File: src/assert_macros.svh
// Assertion macros used by the list unit's top-level RTL file.
`ifndef ASSERT_MACROS_SVH
`define ASSERT_MACROS_SVH

// Same-cycle implication, disabled while reset is low.
`define ASSERT_IMPLIES(lbl, clk, rst_n, a, c) \
  lbl: assert property (@(posedge clk) disable iff (!rst_n) (a) |-> (c)) \
    else $error("list unit assertion failed");

// Next-cycle implication, disabled while reset is low.
`define ASSERT_NEXT(lbl, clk, rst_n, a, c) \
  lbl: assert property (@(posedge clk) disable iff (!rst_n) (a) |=> (c)) \
    else $error("list unit assertion failed");

`endif

File: src/pida_pkg.sv
// Types and constants of the positional insert/delete list unit.
package pida_pkg;

  localparam int DEPTH  = 64;
  localparam int IDX_W  = (DEPTH > 1) ? $clog2(DEPTH) : 1;
  localparam int CNT_W  = $clog2(DEPTH + 1);
  localparam int POS_W  = 7;
  localparam int DATA_W = 32;
  localparam int OIDX_W = 6;
  localparam int CAP_W  = 7;

  typedef logic [IDX_W-1:0]         idx_t;
  typedef logic [CNT_W-1:0]         cnt_t;
  typedef logic [POS_W-1:0]         pos_t;
  typedef logic signed [DATA_W-1:0] data_t;

  typedef enum logic [1:0] {
    MODE_INSERT = 2'd0,
    MODE_DELETE = 2'd1,
    MODE_DUMP   = 2'd2
  } mode_t;

  typedef enum logic [1:0] {
    STS_OK     = 2'd0,
    STS_FULL   = 2'd1,
    STS_BADPOS = 2'd2,
    STS_EMPTY  = 2'd3
  } status_t;

  typedef enum logic {
    S_IDLE,
    S_DUMP
  } state_t;

  typedef enum logic [1:0] {
    OP_HOLD,
    OP_INSERT,
    OP_DELETE,
    OP_ROTATE
  } cell_op_t;

  // Command broadcast to every cell of the chain.
  typedef struct packed {
    cell_op_t op;
    pos_t     pos;
    idx_t     tail;
    data_t    value;
  } cell_cmd_t;

endpackage

File: src/pida_cell.sv
// One storage cell of the list chain: holds an entry, takes a neighbor's on a shift.
module pida_cell (
  input  logic              clk,
  input  pida_pkg::idx_t    idx_i,
  input  pida_pkg::cell_cmd_t cmd_i,
  input  pida_pkg::data_t   left_i,
  input  pida_pkg::data_t   right_i,
  input  pida_pkg::data_t   head_i,
  output pida_pkg::data_t   data_o
);
  import pida_pkg::*;

  data_t data_r;
  data_t data_nxt;
  pos_t  my_pos;

  assign my_pos = POS_W'(idx_i);

  // Pick the next entry from the command and this cell's place in the row.
  always_comb begin
    data_nxt = data_r;
    case (cmd_i.op)
      OP_INSERT: begin
        if (my_pos == cmd_i.pos) begin
          data_nxt = cmd_i.value;
        end else if (my_pos > cmd_i.pos) begin
          data_nxt = left_i;
        end
      end
      OP_DELETE: begin
        if (my_pos >= cmd_i.pos) begin
          data_nxt = right_i;
        end
      end
      OP_ROTATE: begin
        if (idx_i == cmd_i.tail) begin
          data_nxt = head_i;
        end else if (idx_i < cmd_i.tail) begin
          data_nxt = right_i;
        end
      end
      default: data_nxt = data_r;
    endcase
  end

  always_ff @(posedge clk) begin
    data_r <= data_nxt;
  end

  assign data_o = data_r;

endmodule
File: config.mk
export PLATFORM = sky130hd
export DESIGN_NAME = pida_cell
export DESIGN_NICKNAME = d
export VERILOG_FILES = /design/src/assert_macros.svh /design/src/pida_pkg.sv /design/src/pida_cell.sv
export SDC_FILE = /design/constraint.sdc
export NUM_CORES = 1
export LEC_CHECK = 0
export ABC_AREA = 1
export BUFFER_PORTS_ARGS = -buffer_cell sky130_fd_sc_hd__buf_4
export CORE_ASPECT_RATIO = 1.5
export CORE_MARGIN = 2
export CORE_UTILIZATION = 40
export CTS_BUF_LIST = sky130_fd_sc_hd__clkbuf_8
export CTS_CLUSTER_SIZE = 30
export DETAILED_ROUTE_END_ITERATION = 12
export GPL_ROUTABILITY_DRIVEN = 0
export PLACE_DENSITY = 0.78
export SYNTH_ARGS = -nofsm -noshare
export SYNTH_HDL_FRONTEND = slang
export SYNTH_SLANG_ARGS = --single-unit
File: constraint.sdc
create_clock -name clk -period 2.4 [get_ports clk]
set_input_delay 0.48 -clock clk [delete_from_list [all_inputs] [get_ports clk]]
set_output_delay 0.48 -clock clk [all_outputs]
set_load 0.02 [all_outputs]
==> results of run 1 <==
cells by family after synthesis:
logic type      share of synthesized area
buf+inv                            0.1320
fa+ha+maj                         0.05296
flops                              0.3389
simple gates                       0.4700
compound gates                   0.006179
cell usage after synthesis (3+ instances only):
master,count
buf_2,14
clkbuf_1,3
edfxtp_1,32
ha_1,12
inv_1,70
nand2_1,97
nand3_1,100
nand3b_1,48
nor2_1,6
worst max-delay path, delay by kind of cell:
kind	cells	cell delay, ns
AND/OR/NAND/NOR	6	0.52
buffers and inverters	4	0.46
adder cells (fa/ha/maj)	1	0.32
stage by stage:
stage | hold slack [ns] | total power (uW)
2_1_floorplan | 0.6827 | 1086
3_3_place_gp | 0.7742 | 1466
3_5_place_dp | 0.7783 | 1481
4_1_cts | 0.4813 | 1990
5_1_grt | 0.4936 | 2071
6_report | 0.4913 | 1973
routing by layer:
layer	global-route usage	routed length, um	vias to the layer above
met3	0.05169	720	24
li1	-	-	1660
met4	0.1230	319	0
met1	0.2675	3327	1486
met5	0	0	-
met2	0.4506	5236	161
layout make-up:
class	count	area share
Multi-Input combinational cell	274	0.3413
Timing Repair Buffer	195	0.3325
Sequential cell	32	0.2182
Inverter	71	0.06053
Tap cell	78	0.02217
Clock buffer	5	0.01563
Clock inverter	3	0.009662
power by group:
part	internal, uW	total, uW	switching [uW]
logic	354	720	366
registers	720	747	27.5
clock network	307	506	199
how the worst max path moves through the flow:
stage / end / slack (ns) / cells after the start
final: data_o[18]$_DFFE_PP_ / 0.58 / 11
after global routing: data_o[24]$_DFFE_PP_ / 0.49 / 5
after CTS: data_o[18]$_DFFE_PP_ / 0.58 / 11
after detailed placement: data_o[2]$_DFFE_PP_ / 0.28 / 11
after global placement: data_o[23]$_DFFE_PP_ / 0.32 / 11
after floorplan: data_o[0]$_DFFE_PP_ / 0.15 / 9
placed cells by master (no fill, tap or decap), drive strengths merged:
| cell type | count |
|---|---|
| clkinvlp | 1 |
| buf | 195 |
| nand3b | 48 |
| inv | 70 |
| edfxtp | 32 |
| nand3 | 101 |
| bufinv | 1 |
| o21bai | 1 |
| clkbuf | 5 |
| ha | 12 |
| nand2 | 99 |
| a21oi | 2 |
| clkinv | 2 |
| nor2 | 10 |
| nor3 | 1 |
==> impl_summary.md, run 1 <==
Logic synthesis
The instance count of the mapped netlist is 398. Averaged over all synthesized cells, the footprint is 7.124 um2. For this run, the register share of the synthesized area comes to 0.3389. The number of nets handed over by synthesis was 560. Sorting the synthesized cells by area gives the leading types as edfxtp_1 34%, nand3_1 18%, nand2_1 13%, nand3b_1 13%, inv_1 9.3%. The area share of the leading cell type in the synthesized netlist is 0.3389. The post-synth design cell area is 2835 um2. The post-synthesis async set-or-reset flop share is 0. Counting flops with a built-in enable in the synthesized netlist gives 32.

In this run, distinct cell masters in the synthesized netlist total 21. The largest total area in the synthesized netlist belongs to edfxtp_1. In this run, synthesis produced a sequential element count of 32. The Yosys step of the flow raised 0 warnings.

The main flop type after synthesis is edfxtp_1.

Timing
Headroom to the max-slew limit came out at 0.2874. The number of pins with negative max-slew slack in the final report is 0. After layout, the minimum clock period comes to 1.825 ns. Across all setup checks in the final design, the least slack found is 0.5751 ns. The setup total negative slack is 0 ns.

Setup repair after global routing left no endpoint under its margin. The ratio of final minimum period to clock period is 0.7604. The number of endpoints failing setup at the final stage is 0.

Based on the critical path, the design can be clocked at up to 548.0 MHz. The count of endpoints failing hold in the final timing report is 0. The transition at the pin with the smallest max-transition slack is 1.065 ns.

Worst setup path
The kind of critical path is in -> reg. STA puts the critical path data arrival time at 1.79 ns. On the critical path, the stage with the largest delay is an instance of ha_1. The startpoint kind of the worst setup timing path is an input pin. Of all nets on the critical path, the largest fanout is 19. For this run, the slowest stage of the critical path takes 0.32 ns. STA classifies the critical path endpoint as a flip-flop. The endpoint required time on the critical path is 2.37 ns.

In this run the worst setup path begins at idx_i[5]. Walking the worst path, the cells encountered are buf_4 > ha_1 > nand2_2 > nor2_8 > nand2_4 > nor2_8 > inv_1 > nand2_1 > inv_1 > nand2_2 > buf_4.

Floorplan
The count of pins on the block boundary is 182. The initial utilization of the core area, before any placement, comes to 0.4138. In this run the standard cell core region covers 6852 um2. The floorplan step defined a die boundary enclosing 7791 um2. The cell row count is 37. The floorplan step set the die width to 72.74 um.

The floorplan step set the die height to 107.1 um.

CTS
After clock tree synthesis, the clock-pin slew on the worst setup and hold paths is 0.06 ns. Clock tree synthesis selected as its root buffer the cell clkbuf_8. The count of H-tree levels built during CTS is 2. The post-cts hold buffer count is 0. Buffers added to address setup during post-CTS repair amount to 0. The number of cells upsized or downsized after cts is 0. For this design, the sink count on the clock tree is 32. Counting the buffers created by CTS gives 5. Counting along the longest clock path gives a buffer depth of 2. The CTS tree is built.

Global route
The via count of the first global-routing pass came to 3,396. The first global-routing pass estimated 15.19 mm of wire. The total routing usage reported by global routing is 0.2496.

The initial antenna violation count is 0. The total congestion overflow is 0. The maximum number of pins on one net before global-route repair is 33.

Finish
Relative to the synthesized area, the layout overhead comes to 55.30%. The area used by sequential logic in the layout is 960.9 um2. The antenna diode count is 0. The non-filler instance count after layout is 658. The layout filler cell count is 631. In the final design database the tool counted 741 nets. At the end of the flow the core is filled with cells to 0.6426. After routing the design area is 4403 um2. The flip-flop count of the largest register after layout is 32. In the final layout, the multi-input gates occupy 1503 um2. In the final layout, the share of cells above drive strength 1 is 0.3638.

Route
The total wire length is 9.603 mm. The count of nets left with antenna violations once routing finished came out at 0. For this run, design rule violations remaining after detail routing come to 0.

Dividing the detail-routed wire length by the instance count gives 14.59 um. Dividing the detail-routed via count by the number of cells gives 5.062. The first-pass detailed-route iteration total is 4. The first-iteration detailed-routing DRC count is 190. Summing over every cut layer, the via total after detailed routing is 3,331.

Min path
The hold-critical path depth is 3. The startpoint identified for the worst hold timing path is head_i[9]. The worst hold path endpoint is data_o[9]$_DFFE_PP_. In this run the worst hold path is classified as in -> reg.

Placement
The number of placed instances, taps included is 650. The area of placed instances is 4292 um2. The post-placement setup slack is 0.2824 ns. The HPWL after detailed placement is 7.607 mm. The count of input and output buffers is 181.

Flow run
The tool flagged a number of max-cap violations equal to 0.

Status
The run finished with clean final reports.

Pwr
In this run the power density over the cells is 448.0 nW/um2. The analysis attributes to cell leakage a power of 0.002368 uW. Across the VDD grid, the largest voltage drop is 0.2663 mV.
Note: power is estimated with default switching activity, not from simulation.
==> inputs of run 2 (changes only) <==
--- a/config.mk
+++ b/config.mk
@@ -9,12 +9,12 @@
 export BUFFER_PORTS_ARGS = -buffer_cell sky130_fd_sc_hd__buf_4
 export CORE_ASPECT_RATIO = 1.5
 export CORE_MARGIN = 2
-export CORE_UTILIZATION = 40
+export CORE_UTILIZATION = 44
 export CTS_BUF_LIST = sky130_fd_sc_hd__clkbuf_8
 export CTS_CLUSTER_SIZE = 30
 export DETAILED_ROUTE_END_ITERATION = 12
 export GPL_ROUTABILITY_DRIVEN = 0
-export PLACE_DENSITY = 0.78
+export PLACE_DENSITY = 0.82
 export SYNTH_ARGS = -nofsm -noshare
 export SYNTH_HDL_FRONTEND = slang
 export SYNTH_SLANG_ARGS = --single-unit
==> constraint.sdc (replaced) <==
create_clock -name clk -period 1.85 [get_ports clk]
set_input_delay 0.37 -clock clk [delete_from_list [all_inputs] [get_ports clk]]
set_output_delay 0.37 -clock clk [all_outputs]
set_load 0.02 [all_outputs]
==> impl_summary.md, run 2 (synthesis results as in run 1) <==
Status
The flow ran to the end, and the final reports show no timing, DRC or antenna violations.

CTS
The total clock sinks is 32. Post-CTS repair changed the size of 0 cells. The clock tree synthesis step divided the H-tree into 2 levels. Clock-pin slew was measured on the worst setup and hold paths at 0.07 ns. The buffer depth of the longest clock path is 2. The tree is rooted in a clkbuf_8.

The CTS tree is built. Post-CTS timing repair inserted 0 buffers for setup. The number of clock buffers added by TritonCTS is 5. The post-cts hold buffer count is 0.

Worst setup path
The highest cell delay on the worst timing path is 0.32 ns. The peak fanout along the critical path is 32. The kind of critical path is in -> reg.

STA classifies the critical path endpoint as a flip-flop. STA puts the critical path data required time at 1.82 ns. The critical path goes through buf_4 > ha_1 > nand2_2 > nor2_8 > nand2_4 > nor2_8 > inv_1 > nand2_1 > inv_1 > nand2_8.

The startpoint kind of the worst setup timing path is an input pin. The slowest library cell on the worst path is ha_1. The arrival time of the worst setup path is 1.60 ns.

Timing
At the pin with the least slew margin, the transition time is 1.098 ns. The final worst-path setup slack is 0.2170 ns. The ratio of final minimum period to clock period is 0.8827. The count of endpoints failing hold in the final timing report is 0. The number of endpoints failing setup at the final stage is 0. Setup repair after global routing left no endpoint under its margin. The shortest clock period the worst path allows after layout is 1.633 ns.

For this run, the top clock speed supported by timing is 612.4 MHz. Measured against its own limit, the worst slew margin works out to 0.2654. The number of pins with negative max-slew slack in the final report is 0.

Placement
The placed instances occupy a cell area of 4345 um2. At the placement stage, the worst setup path has a slack of -0.08999 ns. The HPWL after detailed placement is 7.744 mm. The count of input and output buffers is 181.

Route
For this run, the detailed router's first-pass iteration total came to 5. The first-iteration detailed-routing DRC count is 225. After detailed routing, the total wire length is 9.982 mm. In the final routed layout, each cell accounts on average for 15.22 um.

The post-route DRC violation count is 0. Detailed routing inserted a total of 3,397 vias. In this run the remaining antenna-violating nets after routing total 0.

The number of vias per cell is 5.178.

Global route
The total congestion overflow is 0. The first global-routing pass estimated 15.68 mm of wire. Entering global routing, the biggest net connects 33 pins. The total routing usage reported by global routing is 0.2804. The initial antenna violation count was 0. The via count of the first global-routing pass is 3,453.

Flow run
The number of max-capacitance violations reported is 0.

Floorplan
The die is 69.54 um wide. The count of pins on the block boundary is 182. The floorplan die height is 102.3 um.

The floorplan die area is 7115 um2. The initial utilization of the core area, before any placement, comes to 0.4592. The core box area is 6175 um2. The cell row count is 35.

Finish
In the layout the commonest cells are 196 x buf_4, 100 x nand3_1, 93 x nand2_1. The growth of design area from synthesis to finish is 57.19%. In the final layout, the share of cells above drive strength 1 is 0.3711. The flip-flop count of the largest register after layout is 32.

The area used by sequential logic in the layout is 960.9 um2. The library cell used most frequently in the layout, excluding fill and tap cells, is buf_4. The area of the multi-input gates is 1534 um2. The number of nets in the layout is 743. Fill cells in the final layout number 507.

After routing the design area is 4457 um2. 0 antenna diodes ended up in the layout.

Pwr
The portion of total power attributed to combinational logic is 0.368. The power per cell area is 579.4 nW/um2. Across the VDD grid, the largest voltage drop is 0.2831 mV. The analysis attributes to net switching a power of 786.3 uW. The static leakage is 0.002389 uW. The switching part of the total is 0.3045.

The total internal power is 1796 uW. The share of total power dissipated in the clock network is 0.257. The sequential share of power is 0.375.

Min path
The startpoint of the tightest hold check path is head_i[18]. The min-delay analysis places its worst path in the category in -> reg. The worst hold path endpoint is data_o[18]$_DFFE_PP_. The hold-critical path depth is 3.
==> run 2: changes by cell type in the layout (fill, tap and decap cells not counted), sizes merged <==
cell,previous run,this run
buf,195,197
==> run 2: power groups by stage <==
stage / Clock (uW) / Combinational (uW) / Sequential (uW)
2_1_floorplan: 0 / 302 / 1120
3_3_place_gp: 0 / 936 / 983
3_5_place_dp: 0 / 953 / 984
4_1_cts: 668 / 956 / 970
5_1_grt: 706 / 1030 / 979
6_report: 663 / 951 / 969
==> run 2: cell type report <==
type,instances,share of cell area
Timing Repair Buffer,197,0.3346
Tap cell,74,0.02077
Clock inverter,3,0.009545
Multi-Input combinational cell,274,0.3442
Sequential cell,32,0.2156
Inverter,71,0.05980
Clock buffer,5,0.01544
==> run 2: metrics by stage <==
step	hold WS, ns	setup TNS (ns)	total power (uW)	cells	util
final	0.3776	0	2582	656	0.7218
after global placement	0.6652	-1.315	1918	648	0.7037
after global routing	0.3723	0	2711	656	0.7218
after floorplan	0.5727	0	1421	398	-
after detailed placement	0.6643	-2.912	1938	648	0.7037
after CTS	0.3709	0	2594	656	0.7218
==> run 2: routing by layer <==
metal  share of wire  GRT usage  vias to the layer above
met5               0          0                        -
met1            0.35     0.2803                     1543
met3           0.071    0.06016                       22
met4           0.029     0.1267                        0
met2            0.55     0.5510                      165
li1                -          -                     1667
==> run 2: worst max-delay path, delay by kind of cell <==
family / cells / cell delay (ns)
buffers and inverters: 3 / 0.24
AND/OR/NAND/NOR: 6 / 0.66
adder cells (fa/ha/maj): 1 / 0.32
==> run 2: worst max-delay path by stage <==
| stage | start | depth (start not counted) | slack, ns | to |
|---|---|---|---|---|
| after CTS | idx_i[5] | 10 | 0.21 | data_o[16]$_DFFE_PP_ |
| final | idx_i[5] | 10 | 0.22 | data_o[22]$_DFFE_PP_ |
| after floorplan | cmd_i[35] | 10 | 0.01 | data_o[0]$_DFFE_PP_ |
| after global routing | idx_i[3] | 10 | 0.14 | data_o[18]$_DFFE_PP_ |
| after detailed placement | idx_i[5] | 10 | -0.09 | data_o[23]$_DFFE_PP_ |
| after global placement | idx_i[5] | 10 | -0.04 | data_o[16]$_DFFE_PP_ |
